## config.mk

```make
export PLATFORM = sky130hd
export DESIGN_NAME = trapezoid_step_profile_generator
export DESIGN_NICKNAME = d
export VERILOG_FILES = /design/src/design/tspg_pkg.sv /design/src/design/trapezoid_step_profile_generator.sv /design/src/design/tspg_mul.sv /design/src/design/tspg_div.sv /design/src/design/tspg_sqrt.sv
export SDC_FILE = /design/constraint.sdc
export NUM_CORES = 2
export LEC_CHECK = 0
export BUFFER_PORTS_ARGS = -buffer_cell sky130_fd_sc_hd__buf_2
export CELL_PAD_IN_SITES_DETAIL_PLACEMENT = 1
export CELL_PAD_IN_SITES_GLOBAL_PLACEMENT = 2
export CORE_ASPECT_RATIO = 1.25
export CORE_MARGIN = 2
export CORE_UTILIZATION = 41
export DETAILED_ROUTE_END_ITERATION = 10
export GPL_TIMING_DRIVEN = 0
export PLACE_DENSITY_LB_ADDON = 0.1
export SLEW_MARGIN = 20
export SYNTH_ARGS = -nofsm -noshare
export SYNTH_HDL_FRONTEND = slang
export SYNTH_SLANG_ARGS = --single-unit
```

## constraint.sdc

```tcl
create_clock -name clk -period 13.2 [get_ports clk]
set_clock_uncertainty 0.05 [all_clocks]
set_input_delay 3.3 -clock clk [delete_from_list [all_inputs] [get_ports clk]]
set_output_delay 3.3 -clock clk [all_outputs]
set_load 0.005 [all_outputs]
```

## src/design/tspg_pkg.sv

```systemverilog
// types, constants and codes of the step profile generator
`default_nettype none

package tspg_pkg;

  localparam int FRAC_BITS = 8;
  localparam int POS_W     = 24;
  localparam int VEL_W     = 24;
  localparam int RATE_W    = 20;
  localparam int SRATE_W   = 16;
  localparam int IV_W      = 20;
  localparam int CFG_W     = 24;
  localparam int CFG_IDX_W = 3;
  localparam int SQ_W      = 2 * VEL_W;

  localparam int MUL_A_W  = 64;
  localparam int MUL_B_W  = 24;
  localparam int MUL_P_W  = MUL_A_W + MUL_B_W;
  localparam int DIV_N_W  = MUL_P_W;
  localparam int DIV_D_W  = 40;
  localparam int SQRT_X_W = 64;
  localparam int SQRT_R_W = SQRT_X_W / 2;

  localparam int TICKS_DEFAULT = 1000000;

  localparam logic [IV_W-1:0]  IV_DONE = {IV_W{1'b1}};
  localparam logic [IV_W-1:0]  IV_MAX  = {{(IV_W-1){1'b1}}, 1'b0};
  localparam logic [VEL_W-1:0] VEL_ONE = VEL_W'(1) << FRAC_BITS;
  localparam logic [POS_W-1:0] CNT_MAX = {POS_W{1'b1}};

  // op codes
  localparam logic [2:0] OP_MOVE    = 3'd0;
  localparam logic [2:0] OP_TICK    = 3'd1;
  localparam logic [2:0] OP_STOP    = 3'd2;
  localparam logic [2:0] OP_ESTOP   = 3'd3;
  localparam logic [2:0] OP_SET_POS = 3'd4;

  // status codes
  localparam logic [1:0] STAT_OK        = 2'd0;
  localparam logic [1:0] STAT_RANGE     = 2'd1;
  localparam logic [1:0] STAT_NO_MOTION = 2'd2;
  localparam logic [1:0] STAT_BUSY      = 2'd3;

  // register indexes
  localparam logic [CFG_IDX_W-1:0] CFG_MAX_VEL    = 3'd0;
  localparam logic [CFG_IDX_W-1:0] CFG_ACCEL      = 3'd1;
  localparam logic [CFG_IDX_W-1:0] CFG_DECEL      = 3'd2;
  localparam logic [CFG_IDX_W-1:0] CFG_MAX_SRATE  = 3'd3;
  localparam logic [CFG_IDX_W-1:0] CFG_MIN_IV     = 3'd4;
  localparam logic [CFG_IDX_W-1:0] CFG_LEFT       = 3'd5;
  localparam logic [CFG_IDX_W-1:0] CFG_RIGHT      = 3'd6;
  localparam logic [CFG_IDX_W-1:0] CFG_LIMITS_EN  = 3'd7;

  // register reset values
  localparam logic [VEL_W-1:0]   RST_MAX_VEL   = 24'd2560000;
  localparam logic [RATE_W-1:0]  RST_ACCEL     = 20'd20000;
  localparam logic [RATE_W-1:0]  RST_DECEL     = 20'd20000;
  localparam logic [SRATE_W-1:0] RST_MAX_SRATE = 16'd16000;
  localparam logic [IV_W-1:0]    RST_MIN_IV    = 20'd62;
  localparam logic [POS_W-1:0]   RST_LEFT      = 24'h800000;
  localparam logic [POS_W-1:0]   RST_RIGHT     = 24'h7FFFFF;

  typedef struct packed {
    logic [2:0]              op;
    logic signed [POS_W-1:0] target_step;
    logic [VEL_W-1:0]        entry_velocity;
  } tspg_in_t;

  typedef struct packed {
    logic                    step_pulse;
    logic                    move_direction;
    logic                    arm_timer;
    logic [IV_W-1:0]         next_interval_us;
    logic                    moving;
    logic signed [POS_W-1:0] step_position;
    logic [VEL_W-1:0]        velocity_now;
    logic [1:0]              status;
  } tspg_out_t;

  typedef enum logic [4:0] {
    ST_IDLE,
    ST_DECODE,
    ST_MV_VE2,
    ST_MV_VM2,
    ST_MV_UP,
    ST_MV_DN,
    ST_MV_CHECK,
    ST_TR_X,
    ST_TR_MUL,
    ST_TR_DIV,
    ST_TR_SQRT,
    ST_TR_PP,
    ST_TR_UP,
    ST_MV_START,
    ST_NI_SEL,
    ST_NI_SQ,
    ST_NI_RN,
    ST_NI_SQRT,
    ST_NI_DIV,
    ST_SP_SQ,
    ST_SP_DIV,
    ST_FINISH
  } tspg_state_t;

endpackage

`default_nettype wire

```

## src/design/trapezoid_step_profile_generator.sv

```systemverilog
// Trapezoidal step profile generator: move planning and per-step interval.
// Requests enter on in_valid/in_stall (op, target_step, entry_velocity); one
// result per request leaves on out_valid/out_stall. Configuration is written
// through cfg_write_en/cfg_index/cfg_data; the user must write it only while
// no request is in flight, as the block itself does not enforce this.
// One request is worked on at a time. The arithmetic runs on three serial
// units: a shift-add multiplier, a restoring divider and a root unit. The
// time an op takes is set by the number of serial unit passes it needs.
// in_stall is high from acceptance until the result is handed to the output
// register; a finished result waits there while out_stall is high, and the
// next request is already taken meanwhile.
// Synchronous reset loads the register defaults, clears position and profile
// state, sets the heading positive and empties the output register.
`default_nettype none

module trapezoid_step_profile_generator import tspg_pkg::*; #(
  parameter int TICKS_PER_SECOND = TICKS_DEFAULT
) (
  input  wire logic                 clk,
  input  wire logic                 rst,
  input  wire logic                 cfg_write_en,
  input  wire logic [CFG_IDX_W-1:0] cfg_index,
  input  wire logic [CFG_W-1:0]     cfg_data,
  input  wire logic                 in_valid,
  output logic                      in_stall,
  input  wire tspg_in_t             in_data,
  output logic                      out_valid,
  input  wire logic                 out_stall,
  output tspg_out_t                 out_data
);

  localparam logic [DIV_N_W-1:0] TICK_NUM =
    DIV_N_W'(64'(TICKS_PER_SECOND)) << FRAC_BITS;

  // configuration
  logic [VEL_W-1:0]        max_velocity;
  logic [RATE_W-1:0]       accel_rate;
  logic [RATE_W-1:0]       decel_rate;
  logic [SRATE_W-1:0]      max_step_rate;
  logic [IV_W-1:0]         min_interval_us;
  logic signed [POS_W-1:0] left_limit;
  logic signed [POS_W-1:0] right_limit;
  logic                    limits_enabled;

  // profile state
  logic [POS_W-1:0] steps_done;
  logic [POS_W-1:0] steps_total;
  logic [POS_W-1:0] ramp_up_steps;
  logic [POS_W-1:0] cruise_steps;
  logic [VEL_W-1:0] start_velocity;
  logic [VEL_W-1:0] peak_velocity;
  logic [VEL_W-1:0] present_velocity;
  logic [POS_W-1:0] position_steps;
  logic             heading;
  logic             busy;

  // request in work and its result fields
  tspg_in_t        item;
  logic            pulse_r;
  logic            arm_r;
  logic [IV_W-1:0] iv_r;
  logic [1:0]      status_r;

  // scratch values
  logic [SQ_W-1:0]     ve2;
  logic [SQ_W-1:0]     vm2;
  logic [31:0]         up_q;
  logic [31:0]         dn_q;
  logic [MUL_A_W-1:0]  x_r;
  logic [VEL_W-1:0]    pk;
  logic [SQ_W-1:0]     sq_r;
  logic [SQRT_R_W-1:0] v_raw;

  tspg_state_t state;
  tspg_state_t state_next;
  logic        launched;

  // serial units
  logic                use_mul, use_div, use_sqrt;
  logic                mul_start, div_start, sqrt_start;
  logic [MUL_A_W-1:0]  mul_a;
  logic [MUL_B_W-1:0]  mul_b;
  logic [MUL_P_W-1:0]  mul_prod;
  logic                mul_done;
  logic [DIV_N_W-1:0]  div_num;
  logic [DIV_D_W-1:0]  div_den;
  logic [DIV_N_W-1:0]  div_quo;
  logic                div_done;
  logic [SQRT_X_W-1:0] sqrt_x;
  logic [SQRT_R_W-1:0] sqrt_root;
  logic                sqrt_done;
  logic                step_done;

  // derived values
  logic [RATE_W-1:0]  a_eff, d_eff;
  logic [DIV_D_W-1:0] den_a, den_d;
  logic [POS_W:0]     pos_diff, pos_diff_abs;
  logic [POS_W-1:0]   total_c;
  logic               lim_bad;
  logic [VEL_W-1:0]   ve_c;
  logic               tick_ok;
  logic [POS_W:0]     done_inc;
  logic [POS_W:0]     edge_cnt;
  logic               in_accel, in_cruise;
  logic [POS_W:0]     m_full;
  logic [VEL_W-1:0]   sel_v;
  logic               x_ge;
  logic [SQRT_X_W-1:0] term;
  logic [VEL_W-1:0]   lim_v, v_cl;
  logic [DIV_N_W-1:0] iv_lo;
  logic [IV_W-1:0]    iv_c;
  logic [32:0]        updn;
  logic [32:0]        stop_t;
  logic [SQ_W-1:0]    pp;

  always_comb begin
    a_eff    = (accel_rate == '0) ? RATE_W'(1) : accel_rate;
    d_eff    = (decel_rate == '0) ? RATE_W'(1) : decel_rate;
    den_a    = DIV_D_W'({a_eff, 17'b0});
    den_d    = DIV_D_W'({d_eff, 17'b0});
    pos_diff = {item.target_step[POS_W-1], item.target_step}
             - {position_steps[POS_W-1], position_steps};
    pos_diff_abs = pos_diff[POS_W] ? (~pos_diff + (POS_W+1)'(1)) : pos_diff;
    total_c  = pos_diff_abs[POS_W] ? CNT_MAX : pos_diff_abs[POS_W-1:0];
    lim_bad  = limits_enabled && ((item.target_step < left_limit) ||
                                  (item.target_step > right_limit));
    ve_c     = (item.entry_velocity < max_velocity) ? item.entry_velocity
                                                    : max_velocity;
    tick_ok  = busy && (steps_done < steps_total);
    done_inc = {1'b0, steps_done} + (POS_W+1)'(1);
    edge_cnt = {1'b0, ramp_up_steps} + {1'b0, cruise_steps};
    in_accel = steps_done < ramp_up_steps;
    in_cruise = {1'b0, steps_done} <= edge_cnt;
    m_full   = {1'b0, steps_done} - edge_cnt;
    sel_v    = in_accel ? start_velocity : peak_velocity;
    x_ge     = x_r >= MUL_A_W'(ve2);
    term     = {mul_prod[46:0], 17'b0};
    lim_v    = {max_step_rate, 8'b0};
    if (v_raw < SQRT_R_W'(VEL_ONE)) begin
      v_cl = VEL_ONE;
    end else if (v_raw > SQRT_R_W'(lim_v)) begin
      v_cl = lim_v;
    end else begin
      v_cl = v_raw[VEL_W-1:0];
    end
    iv_lo    = (div_quo < DIV_N_W'(min_interval_us)) ? DIV_N_W'(min_interval_us)
                                                      : div_quo;
    iv_c     = (iv_lo > DIV_N_W'(IV_MAX)) ? IV_MAX : iv_lo[IV_W-1:0];
    updn     = {1'b0, up_q} + {1'b0, dn_q};
    stop_t   = 33'(steps_done) + {1'b0, div_quo[31:0]};
    pp       = mul_prod[SQ_W-1:0];
  end

  // unit operands per state
  always_comb begin
    use_mul  = 1'b0;
    use_div  = 1'b0;
    use_sqrt = 1'b0;
    mul_a    = '0;
    mul_b    = '0;
    div_num  = '0;
    div_den  = '0;
    sqrt_x   = '0;
    case (state)
      ST_MV_VE2: begin
        use_mul = 1'b1;
        mul_a   = MUL_A_W'(start_velocity);
        mul_b   = start_velocity;
      end
      ST_MV_VM2: begin
        use_mul = 1'b1;
        mul_a   = MUL_A_W'(max_velocity);
        mul_b   = max_velocity;
      end
      ST_MV_UP: begin
        use_div = 1'b1;
        div_num = DIV_N_W'(vm2) - DIV_N_W'(ve2) + DIV_N_W'({a_eff, 16'b0});
        div_den = den_a;
      end
      ST_MV_DN: begin
        use_div = 1'b1;
        div_num = DIV_N_W'(vm2) + DIV_N_W'({d_eff, 16'b0});
        div_den = den_d;
      end
      ST_TR_X: begin
        use_mul = 1'b1;
        mul_a   = MUL_A_W'(steps_total);
        mul_b   = MUL_B_W'(d_eff);
      end
      ST_TR_MUL: begin
        use_mul = 1'b1;
        mul_a   = x_ge ? x_r - MUL_A_W'(ve2) : MUL_A_W'(ve2) - x_r;
        mul_b   = MUL_B_W'(a_eff);
      end
      ST_TR_DIV: begin
        use_div = 1'b1;
        div_num = mul_prod;
        div_den = DIV_D_W'(a_eff) + DIV_D_W'(d_eff);
      end
      ST_TR_SQRT: begin
        use_sqrt = 1'b1;
        sqrt_x   = x_ge ? SQRT_X_W'(ve2) + div_quo[SQRT_X_W-1:0]
                        : SQRT_X_W'(ve2) - div_quo[SQRT_X_W-1:0];
      end
      ST_TR_PP: begin
        use_mul = 1'b1;
        mul_a   = MUL_A_W'(pk);
        mul_b   = pk;
      end
      ST_TR_UP: begin
        use_div = 1'b1;
        div_num = (pp > ve2) ? DIV_N_W'(pp - ve2) : '0;
        div_den = den_a;
      end
      ST_NI_SQ: begin
        use_mul = 1'b1;
        mul_a   = MUL_A_W'(sel_v);
        mul_b   = sel_v;
      end
      ST_NI_RN: begin
        use_mul = 1'b1;
        mul_a   = in_accel ? MUL_A_W'(steps_done) : MUL_A_W'(m_full[POS_W-1:0]);
        mul_b   = in_accel ? MUL_B_W'(a_eff) : MUL_B_W'(d_eff);
      end
      ST_NI_SQRT: begin
        use_sqrt = 1'b1;
        if (in_accel) begin
          sqrt_x = SQRT_X_W'(sq_r) + term;
        end else begin
          sqrt_x = (SQRT_X_W'(sq_r) > term) ? SQRT_X_W'(sq_r) - term : '0;
        end
      end
      ST_NI_DIV: begin
        use_div = 1'b1;
        div_num = TICK_NUM;
        div_den = DIV_D_W'(v_cl);
      end
      ST_SP_SQ: begin
        use_mul = 1'b1;
        mul_a   = MUL_A_W'(present_velocity);
        mul_b   = present_velocity;
      end
      ST_SP_DIV: begin
        use_div = 1'b1;
        div_num = mul_prod;
        div_den = den_d;
      end
      default: ;
    endcase
    mul_start  = use_mul && !launched;
    div_start  = use_div && !launched;
    sqrt_start = use_sqrt && !launched;
    step_done  = (use_mul && mul_done) || (use_div && div_done) ||
                 (use_sqrt && sqrt_done);
    in_stall   = (state != ST_IDLE);
  end

  // next state
  always_comb begin
    state_next = state;
    case (state)
      ST_IDLE:     if (in_valid) state_next = ST_DECODE;
      ST_DECODE: begin
        case (item.op)
          OP_MOVE: state_next = (lim_bad || total_c == '0) ? ST_FINISH : ST_MV_VE2;
          OP_TICK: state_next = (tick_ok && done_inc < {1'b0, steps_total})
                                ? ST_NI_SEL : ST_FINISH;
          OP_STOP: state_next = busy ? ST_SP_SQ : ST_FINISH;
          default: state_next = ST_FINISH;
        endcase
      end
      ST_MV_VE2:   if (step_done) state_next = ST_MV_VM2;
      ST_MV_VM2:   if (step_done) state_next = ST_MV_UP;
      ST_MV_UP:    if (step_done) state_next = ST_MV_DN;
      ST_MV_DN:    if (step_done) state_next = ST_MV_CHECK;
      ST_MV_CHECK: state_next = (updn > 33'(steps_total)) ? ST_TR_X : ST_MV_START;
      ST_TR_X:     if (step_done) state_next = ST_TR_MUL;
      ST_TR_MUL:   if (step_done) state_next = ST_TR_DIV;
      ST_TR_DIV:   if (step_done) state_next = ST_TR_SQRT;
      ST_TR_SQRT:  if (step_done) state_next = ST_TR_PP;
      ST_TR_PP:    if (step_done) state_next = ST_TR_UP;
      ST_TR_UP:    if (step_done) state_next = ST_MV_START;
      ST_MV_START: state_next = ST_NI_SEL;
      ST_NI_SEL:   state_next = (!in_accel && in_cruise) ? ST_NI_DIV : ST_NI_SQ;
      ST_NI_SQ:    if (step_done) state_next = ST_NI_RN;
      ST_NI_RN:    if (step_done) state_next = ST_NI_SQRT;
      ST_NI_SQRT:  if (step_done) state_next = ST_NI_DIV;
      ST_NI_DIV:   if (step_done) state_next = ST_FINISH;
      ST_SP_SQ:    if (step_done) state_next = ST_SP_DIV;
      ST_SP_DIV:   if (step_done) state_next = ST_FINISH;
      ST_FINISH:   if (!out_valid || !out_stall) state_next = ST_IDLE;
      default:     state_next = ST_IDLE;
    endcase
  end

  always_ff @(posedge clk) begin
    if (rst) begin
      state    <= ST_IDLE;
      launched <= 1'b0;
    end else begin
      state <= state_next;
      if (step_done) begin
        launched <= 1'b0;
      end else if (mul_start || div_start || sqrt_start) begin
        launched <= 1'b1;
      end
    end
  end

  // configuration writes
  always_ff @(posedge clk) begin
    if (rst) begin
      max_velocity    <= RST_MAX_VEL;
      accel_rate      <= RST_ACCEL;
      decel_rate      <= RST_DECEL;
      max_step_rate   <= RST_MAX_SRATE;
      min_interval_us <= RST_MIN_IV;
      left_limit      <= RST_LEFT;
      right_limit     <= RST_RIGHT;
      limits_enabled  <= 1'b0;
    end else if (cfg_write_en) begin
      case (cfg_index)
        CFG_MAX_VEL:   max_velocity    <= cfg_data[VEL_W-1:0];
        CFG_ACCEL:     accel_rate      <= cfg_data[RATE_W-1:0];
        CFG_DECEL:     decel_rate      <= cfg_data[RATE_W-1:0];
        CFG_MAX_SRATE: max_step_rate   <= cfg_data[SRATE_W-1:0];
        CFG_MIN_IV:    min_interval_us <= cfg_data[IV_W-1:0];
        CFG_LEFT:      left_limit      <= cfg_data[POS_W-1:0];
        CFG_RIGHT:     right_limit     <= cfg_data[POS_W-1:0];
        CFG_LIMITS_EN: limits_enabled  <= cfg_data[0];
        default: ;
      endcase
    end
  end

  // datapath and profile state
  always_ff @(posedge clk) begin
    if (rst) begin
      steps_done       <= '0;
      steps_total      <= '0;
      ramp_up_steps    <= '0;
      cruise_steps     <= '0;
      start_velocity   <= '0;
      peak_velocity    <= '0;
      present_velocity <= '0;
      position_steps   <= '0;
      heading          <= 1'b1;
      busy             <= 1'b0;
      out_valid        <= 1'b0;
    end else begin
      if (out_valid && !out_stall && state != ST_FINISH) begin
        out_valid <= 1'b0;
      end
      case (state)
        ST_IDLE: begin
          if (in_valid) begin
            item     <= in_data;
            pulse_r  <= 1'b0;
            arm_r    <= 1'b0;
            iv_r     <= IV_DONE;
            status_r <= STAT_OK;
          end
        end
        ST_DECODE: begin
          case (item.op)
            OP_MOVE: begin
              if (lim_bad) begin
                status_r <= STAT_RANGE;
              end else begin
                busy        <= 1'b0;
                heading     <= !pos_diff[POS_W];
                steps_total <= total_c;
                if (total_c == '0) begin
                  status_r <= STAT_NO_MOTION;
                end
                start_velocity <= ve_c;
              end
            end
            OP_TICK: begin
              if (!tick_ok) begin
                busy <= 1'b0;
              end else begin
                pulse_r        <= 1'b1;
                steps_done     <= done_inc[POS_W-1:0];
                position_steps <= heading ? position_steps + POS_W'(1)
                                          : position_steps - POS_W'(1);
                if (done_inc >= {1'b0, steps_total}) begin
                  busy <= 1'b0;
                end
              end
            end
            OP_ESTOP: busy <= 1'b0;
            OP_SET_POS: begin
              if (busy) begin
                status_r <= STAT_BUSY;
              end else begin
                position_steps <= item.target_step;
              end
            end
            default: ;
          endcase
        end
        ST_MV_VE2: if (step_done) ve2 <= mul_prod[SQ_W-1:0];
        ST_MV_VM2: if (step_done) vm2 <= mul_prod[SQ_W-1:0];
        ST_MV_UP:  if (step_done) up_q <= div_quo[31:0];
        ST_MV_DN:  if (step_done) dn_q <= div_quo[31:0];
        ST_MV_CHECK: begin
          if (updn <= 33'(steps_total)) begin
            ramp_up_steps <= up_q[POS_W-1:0];
            cruise_steps  <= POS_W'(33'(steps_total) - updn);
            peak_velocity <= max_velocity;
          end
        end
        ST_TR_X: if (step_done) x_r <= {mul_prod[46:0], 17'b0};
        ST_TR_SQRT: begin
          if (step_done) begin
            pk <= (sqrt_root > SQRT_R_W'(CNT_MAX)) ? CNT_MAX : sqrt_root[VEL_W-1:0];
          end
        end
        ST_TR_UP: begin
          if (step_done) begin
            ramp_up_steps <= (div_quo[31:0] > 32'(steps_total)) ? steps_total
                                                                : div_quo[POS_W-1:0];
            cruise_steps  <= '0;
            peak_velocity <= pk;
          end
        end
        ST_MV_START: begin
          steps_done       <= '0;
          present_velocity <= start_velocity;
          busy             <= 1'b1;
        end
        ST_NI_SEL: if (!in_accel && in_cruise) v_raw <= SQRT_R_W'(peak_velocity);
        ST_NI_SQ:   if (step_done) sq_r <= mul_prod[SQ_W-1:0];
        ST_NI_SQRT: if (step_done) v_raw <= sqrt_root;
        ST_NI_DIV: begin
          if (step_done) begin
            present_velocity <= v_cl;
            iv_r             <= iv_c;
            arm_r            <= (iv_c != IV_DONE);
          end
        end
        ST_SP_DIV: begin
          if (step_done) begin
            steps_total   <= (stop_t > 33'(CNT_MAX)) ? CNT_MAX : stop_t[POS_W-1:0];
            ramp_up_steps <= steps_done;
            cruise_steps  <= '0;
            peak_velocity <= present_velocity;
          end
        end
        ST_FINISH: begin
          if (!out_valid || !out_stall) begin
            out_valid                 <= 1'b1;
            out_data.step_pulse       <= pulse_r;
            out_data.move_direction   <= heading;
            out_data.arm_timer        <= arm_r;
            out_data.next_interval_us <= arm_r ? iv_r : IV_DONE;
            out_data.moving           <= busy;
            out_data.step_position    <= position_steps;
            out_data.velocity_now     <= present_velocity;
            out_data.status           <= status_r;
          end
        end
        default: ;
      endcase
    end
  end

  tspg_mul u_mul (
    .clk   (clk),
    .rst   (rst),
    .start (mul_start),
    .a     (mul_a),
    .b     (mul_b),
    .prod  (mul_prod),
    .done  (mul_done)
  );

  tspg_div u_div (
    .clk   (clk),
    .rst   (rst),
    .start (div_start),
    .num   (div_num),
    .den   (div_den),
    .quo   (div_quo),
    .done  (div_done)
  );

  tspg_sqrt u_sqrt (
    .clk   (clk),
    .rst   (rst),
    .start (sqrt_start),
    .x     (sqrt_x),
    .root  (sqrt_root),
    .done  (sqrt_done)
  );

endmodule

`default_nettype wire

```

## src/design/tspg_mul.sv

```systemverilog
// bit-serial shift-add multiplier, one multiplier bit per cycle
`default_nettype none

module tspg_mul import tspg_pkg::*; (
  input  wire logic               clk,
  input  wire logic               rst,
  input  wire logic               start,
  input  wire logic [MUL_A_W-1:0] a,
  input  wire logic [MUL_B_W-1:0] b,
  output logic      [MUL_P_W-1:0] prod,
  output logic                    done
);

  localparam int CNT_W = $clog2(MUL_B_W);

  logic [MUL_A_W-1:0] mcand;
  logic [MUL_A_W-1:0] hi;
  logic [MUL_B_W-1:0] lo;
  logic [CNT_W-1:0]   cnt;
  logic               running;
  logic [MUL_A_W:0]   sum;

  always_comb begin
    sum = {1'b0, hi} + (lo[0] ? {1'b0, mcand} : '0);
  end

  always_ff @(posedge clk) begin
    if (rst) begin
      running <= 1'b0;
      done    <= 1'b0;
    end else begin
      done <= 1'b0;
      if (start) begin
        mcand   <= a;
        hi      <= '0;
        lo      <= b;
        cnt     <= '0;
        running <= 1'b1;
      end else if (running) begin
        hi  <= sum[MUL_A_W:1];
        lo  <= {sum[0], lo[MUL_B_W-1:1]};
        cnt <= cnt + CNT_W'(1);
        if (cnt == CNT_W'(MUL_B_W - 1)) begin
          running <= 1'b0;
          done    <= 1'b1;
        end
      end
    end
  end

  assign prod = {hi, lo};

endmodule

`default_nettype wire

```

## src/design/tspg_div.sv

```systemverilog
// restoring divider, one quotient bit per cycle
`default_nettype none

module tspg_div import tspg_pkg::*; (
  input  wire logic               clk,
  input  wire logic               rst,
  input  wire logic               start,
  input  wire logic [DIV_N_W-1:0] num,
  input  wire logic [DIV_D_W-1:0] den,
  output logic      [DIV_N_W-1:0] quo,
  output logic                    done
);

  localparam int CNT_W = $clog2(DIV_N_W);

  logic [DIV_D_W-1:0] dvs;
  logic [DIV_D_W-1:0] rem;
  logic [DIV_N_W-1:0] qr;
  logic [CNT_W-1:0]   cnt;
  logic               running;
  logic [DIV_D_W:0]   rem_s;
  logic [DIV_D_W:0]   rem_d;
  logic               ge;

  always_comb begin
    rem_s = {rem, qr[DIV_N_W-1]};
    ge    = rem_s >= {1'b0, dvs};
    rem_d = rem_s - {1'b0, dvs};
  end

  always_ff @(posedge clk) begin
    if (rst) begin
      running <= 1'b0;
      done    <= 1'b0;
    end else begin
      done <= 1'b0;
      if (start) begin
        dvs     <= den;
        rem     <= '0;
        qr      <= num;
        cnt     <= '0;
        running <= 1'b1;
      end else if (running) begin
        rem <= ge ? rem_d[DIV_D_W-1:0] : rem_s[DIV_D_W-1:0];
        qr  <= {qr[DIV_N_W-2:0], ge};
        cnt <= cnt + CNT_W'(1);
        if (cnt == CNT_W'(DIV_N_W - 1)) begin
          running <= 1'b0;
          done    <= 1'b1;
        end
      end
    end
  end

  assign quo = qr;

endmodule

`default_nettype wire

```

## src/design/tspg_sqrt.sv

```systemverilog
// floor square root, one root bit (two radicand bits) per cycle
`default_nettype none

module tspg_sqrt import tspg_pkg::*; (
  input  wire logic                clk,
  input  wire logic                rst,
  input  wire logic                start,
  input  wire logic [SQRT_X_W-1:0] x,
  output logic      [SQRT_R_W-1:0] root,
  output logic                     done
);

  localparam int CNT_W = $clog2(SQRT_R_W);
  localparam int REM_W = SQRT_R_W + 4;

  logic [SQRT_X_W-1:0] xs;
  logic [REM_W-1:0]    rem;
  logic [CNT_W-1:0]    cnt;
  logic                running;
  logic [REM_W-1:0]    rem_s;
  logic [REM_W-1:0]    trial;
  logic                ge;

  always_comb begin
    rem_s = {rem[REM_W-3:0], xs[SQRT_X_W-1 -: 2]};
    trial = {2'b00, root, 2'b01};
    ge    = rem_s >= trial;
  end

  always_ff @(posedge clk) begin
    if (rst) begin
      running <= 1'b0;
      done    <= 1'b0;
    end else begin
      done <= 1'b0;
      if (start) begin
        xs      <= x;
        rem     <= '0;
        root    <= '0;
        cnt     <= '0;
        running <= 1'b1;
      end else if (running) begin
        rem  <= ge ? rem_s - trial : rem_s;
        root <= {root[SQRT_R_W-2:0], ge};
        xs   <= {xs[SQRT_X_W-3:0], 2'b00};
        cnt  <= cnt + CNT_W'(1);
        if (cnt == CNT_W'(SQRT_R_W - 1)) begin
          running <= 1'b0;
          done    <= 1'b1;
        end
      end
    end
  end

endmodule

`default_nettype wire

```

[Word level (Yosys, flattened, before mapping)]
Index checks and enable logic that the tools add are counted.
Word-level totals
  register bits after elaboration: 1283
  latch bits: 0
  RAM bits: 0
  memory bits (read-only): 0
  input port bits: 83
  output and inout bits: 76
  word-level logic and storage cells: 407
  memories kept: 0
Operators by class
  $add $sub $neg: 27
  $mul: 0
  div/mod/pow operators: 0
  order comparisons: 22
  equal/unequal tests: 71
  shift operators: 0
  multiplexer cells: 129
  bitwise gates (word level): 6
  reductions and logical operators: 90
Operators by type and width (number)
  $mux W24: 27
  $mux W64: 8
  $pmux W64 S8: 1
  $pmux W88 S5: 1
  $mux W88: 4
  $pmux W24 S2: 5
  $pmux W24 S8: 1
  $sub A48 B64 Y64: 3
  $pmux W37 S4: 1
  $pmux W24 S3: 2
  $add A48 B64 Y64: 2
  $pmux W64 S2: 1
  $mux W20: 6
  $mux W5: 22
  $pmux W5 S21: 1
  $sub A48 B48 Y49: 2
  $lt A24 B24 Y1: 4
  $mux W32: 3
  $gt A88 B20 Y1 const B: 1
  $lt A88 B20 Y1: 1
  $mux W40: 2
  $mux W34: 2
  $add A64 B65 Y65: 1
  $ge A64 B48 Y1: 1
  other kinds (82): 243

[Depth between registers and ports, before layout]
  word-level depth: 10
  depth in mapped cells: 33
  depth with buffers taken out: 28

[Cells and area by module]
From an unflattened synthesis, not the netlist that was laid out.
Second synthesis, totals
  cell total of the unflattened synthesis: 10751
  area, all modules: 96686.5 sq um
By module, submodules not included
  trapezoid_step_profile_generator: instances 1, cells each 8437, area each 69800.7 sq um, seq. area each 20820.0 sq um
  tspg_mul: instances 1, cells each 916, area each 9892.0 sq um, seq. area each 4754.6 sq um
  tspg_div: instances 1, cells each 771, area each 9446.6 sq um, seq. area each 5295.1 sq um
  tspg_sqrt: instances 1, cells each 627, area each 7547.2 sq um, seq. area each 4093.9 sq um

[Least setup slack after synthesis]
OpenSTA, ideal clock, no wires.
  path type: input-to-reg
  start: input port rst
  end: register u_sqrt.cnt[0], enable pin
  setup time: 0.631 ns
  arrival: 9.501 ns
  required time: 12.519 ns
  slack: 3.018 ns
  stages on the path: 4
  buffers on the path: 3
  cells stage by stage: clkbuf_1 > clkbuf_1 > clkbuf_1 > nor2_1
On the way
  cells in the longest elaborated chain, start to end: 2
RTL lines
  start, declared: RTL line trapezoid_step_profile_generator.sv:20  | input wire logic rst,
  $not A1 Y1 (no line)
  $reduce_and A2 Y1 (no line)
  end signal, assigned: RTL line tspg_sqrt.sv:46  | cnt <= cnt + CNT_W'(1);
  end, declared: RTL line tspg_sqrt.sv:18  | logic [CNT_W-1:0] cnt;
Every way passes these cells.
A chain may end at the register's enable or synchronous reset.

[Worst setup path after layout]
  start: register ve2[1]
  end: register u_sqrt.xs[63] (data pin)
On the way
  cells in the longest elaborated chain, start to end: 4
  elaborated cells between the ends (all ways): 6
  those cells by class: add/sub: 2; order compare: 1; mux: 3
RTL lines
  start, declared: RTL line trapezoid_step_profile_generator.sv:65  | logic [SQ_W-1:0] ve2;
  start signal, assigned: RTL line trapezoid_step_profile_generator.sv:403  | ST_MV_VE2: if (step_done) ve2 <= mul_prod[SQ_W-1:0];
  $sub A48 B64 Y64 (tied with other cells): RTL line trapezoid_step_profile_generator.sv:203  | : SQRT_X_W'(ve2) - div_quo[SQRT_X_W-1:0];
  $mux W64 (*): RTL line trapezoid_step_profile_generator.sv:202  | sqrt_x = x_ge ? SQRT_X_W'(ve2) + div_quo[SQRT_X_W-1:0]
  $pmux W64 S2 (*): RTL line trapezoid_step_profile_generator.sv:164  | case (state)
  $mux W64 (*): RTL line tspg_sqrt.sv:36  | if (start) begin
  end signal, assigned: RTL line tspg_sqrt.sv:45  | xs <= {xs[SQRT_X_W-3:0], 2'b00};
  end, declared: RTL line tspg_sqrt.sv:16  | logic [SQRT_X_W-1:0] xs;
Every way passes the cells marked *; elsewhere a longest branch is shown, timed or not.

==> run summary <==
R2R cell count: 32
Area grow syn2layout: 12.01%
Via total after detailed routing: 90099
Logic gate share of total power: 42.2%
Static Leak: 0.04136 uW
# hold bufs at CTS: 0
Max frequency: 83.04 MHz
Clock slew at reported path FFs: 70 ps
Sequential area share after synthesis: 36.74%
IO Pins: 159
Type of the worst setup path: reg -> reg
Slew @ Worst Pin: 1386 ps
Clk sink count: 1280
Slew headroom: 7.411%
Core area: 230200 um2
Setup bufs post-CTS: 0
Internal power: 10190 uW
GR Overflow Total: 0
Worst hold endpoint: out_data[73]
Cells resized by post-CTS repair: 0
TritonCTS clock tree: yes
Clock latency on the worst-skew pair: 930 ps
CP max FO: 10
IO Port Bufs: 154
Rows: 197
Clock share of power: 25.1%
Hold path start: pulse_r
First-pass iteration count of the detailed router: 6
Synth top area share: 29.23%
Status: finished, final reports clean
Hold path depth: 0
Clock buffer depth: 4
Synth async-reset ratio: 0%
Area taken by multi-input logic gates: 55930 um2
Drt wl/cell: 32.81 um
Max_cap viols: 0
Total Routing Usage GR: 38.91%
Endpoints failing setup: 0
Net count after synthesis: 11674
WHS: 367.8 ps
Switching share of power: 44.09%
Sw Pwr: 8041 uW
RSZ-0062 raised after global routing: false
Dpl hpwl: 379800 um
Post-synth EDFFs: 924
Worst EP arrival: 12590 ps
Crit path required time: 13750 ps
Largest area contributor in the netlist: edfxtp_1
Flop pwr share: 32.7%
Layout fillers: 26870
Crit. End Element: flip-flop
Die W: 434.4 um
R2R setup slack: 1160 ps
Vias in the first global route: 92577
Die H: 542.0 um
Period Utilization, post-route: 91.23%
YS warnings: 0
Min cycle time layout: 12040 ps
Setup TNS: 0 ps
CTS buffer count: 160
Gp weighted congestion: 1.016
Yosys cell types: 109
Final WL: 469700 um
Proportion of layout cells with a drive suffix above 1: 6.490%
Critical path's top delay family: compound AO/OA/AOI/OAI gates
DRC violations left: 0
DRT antenna net count: 0
Starting Density: 41.24%
Final-report max-slew violation count: 0
CTS H-tree depth: 4
Reg area: 34870 um2
Pwr/cell area: 171.5 nW/um2
Syn_area_per_cell: 8.869 um2
Critical path's largest stage delay: 900 ps
Commonest non-fill, non-tap cells in the layout: nor2_1, a21oi_1, nand2_1
Final nets: 12068
First-pass GRT wire length: 660500 um
Cell Area, Synth: 94930 um2
Largest net degree at the start of global routing: 49
Post-Syn Instances: 10704
Crit Reg-Reg Startpoint: ve2[1]
Die Area: 235400 um2
CP max-delay cell: clkbuf_1
Most common cell after layout, fill and taps aside: nor2_1
Starting DRT DRC Count: 7333
Dominant synthesized flop cell: edfxtp_1
Root buf cell: clkbuf_16
Initial antenna violation count: 35
Peak supply drop: 0.1765 mV
Fin. Hold Viols: 0
HP Class: reg -> reg
R2R Path End: u_sqrt.xs[63]
Synthesis-stage register bit count: 1280
Crit path buffers/inverters: 7
CP Launch Type: flip-flop
Via density: 6.294
Ranking of synthesized cells by area: edfxtp_1, ha_1, dfxtp_1
power by group through the flow:
stage | clock network, uW | registers, uW | logic, uW
global route | 4750 | 5920 | 8160
detailed placement | 0 | 6000 | 7460
global placement | 0 | 6130 | 7090
CTS | 4620 | 5920 | 7510
finish | 4580 | 5960 | 7690
floorplan | 0 | 5420 | 4610
stage by stage:
step	util, %	worst slack [ps]	cell area, um2	total power (uW)	instances
CTS	46.16	1473	106300	18060	14300
global placement	43.25	-4123	99560	13220	13942
detailed placement	43.89	1554	101000	13470	14018
finish	46.19	1157	106300	18240	14316
floorplan	-	3019	94930	10020	10704
global route	46.18	813.3	106300	18830	14305
flip-flops by register name, indices dropped and copies added, names as in the netlist, 34 cells and up:
name,count
u_div.quo,88
out_data,74
u_mul.hi,64
u_mul.mcand,64
u_sqrt.xs,64
item,51
sq_r,48
ve2,48
vm2,48
x_r,47
u_div.rem,40
u_div.dvs,37
u_sqrt.rem,34
how the worst max path moves through the flow:
| stage | start | to | slack (ps) | depth (start not counted) |
|---|---|---|---|---|
| detailed placement | ve2[1] | u_sqrt.xs[63] | 1550 | 32 |
| global placement | state[1] | u_sqrt.rem[9] | -4120 | 8 |
| floorplan | rst | u_sqrt.cnt[0] | 3020 | 4 |
| global route | ve2[1] | u_sqrt.xs[63] | 810 | 32 |
| CTS | ve2[1] | u_sqrt.xs[63] | 1470 | 32 |
| finish | ve2[1] | u_sqrt.xs[63] | 1160 | 32 |
layer usage:
layer | part of all wire (%) | GRT usage, % | vias to the layer above
met5 | 0.039 | 0 | -
met4 | 11 | 35.35 | 28
met3 | 6.1 | 6.582 | 1483
met2 | 47 | 64.93 | 3521
met1 | 36 | 42.10 | 44863
li1 | - | - | 40204
synth_stat cells (all sizes together) (30+ instances only):
| cell | instances |
|---|---|
| nor2 | 1077 |
| a21oi | 960 |
| nand2 | 925 |
| edfxtp | 924 |
| ha | 869 |
| inv | 631 |
| o21ai | 505 |
| clkbuf | 451 |
| xnor2 | 417 |
| a21o | 378 |
| dfxtp | 356 |
| nand3 | 229 |
| xor2 | 222 |
| nor3 | 209 |
| nand4 | 138 |
| mux2i | 132 |
| a22oi | 130 |
| a211oi | 128 |
| o211ai | 128 |
| a221oi | 123 |
| o21bai | 121 |
| o21a | 116 |
| and2 | 114 |
| nor2b | 114 |
| nand2b | 112 |
| a31oi | 100 |
| o31ai | 89 |
| and3 | 78 |
| nor4 | 77 |
| or3 | 73 |
| a311oi | 70 |
| buf | 65 |
| or2 | 48 |
| o221ai | 38 |
| mux2 | 36 |
| a211o | 32 |
| o41ai | 30 |
cells by family after synthesis:
family | after synthesis | share of synthesized area (%)
and+or+nand+nor | 3334 | 16.53
xor gates and xnor gates | 639 | 5.895
buffers and inverters | 1149 | 4.606
muxes | 168 | 1.819
AOI/OAI and AO/OA | 3247 | 22.58
adders and majority gates | 887 | 11.83
DFF | 1280 | 36.74
cell type report:
type | count | share of cell area (%)
Sequential cell | 1280 | 32.79
Tap cell | 3084 | 3.629
Inverter | 633 | 2.234
Buffer | 516 | 1.916
Clock buffer | 203 | 4.119
Clock inverter | 79 | 0.7942
Multi-Input combinational cell | 8275 | 52.60
Antenna cell | 14 | 0.03295
Timing Repair Buffer | 232 | 1.884
No activity file was read; power rests on OpenSTA's default activity.
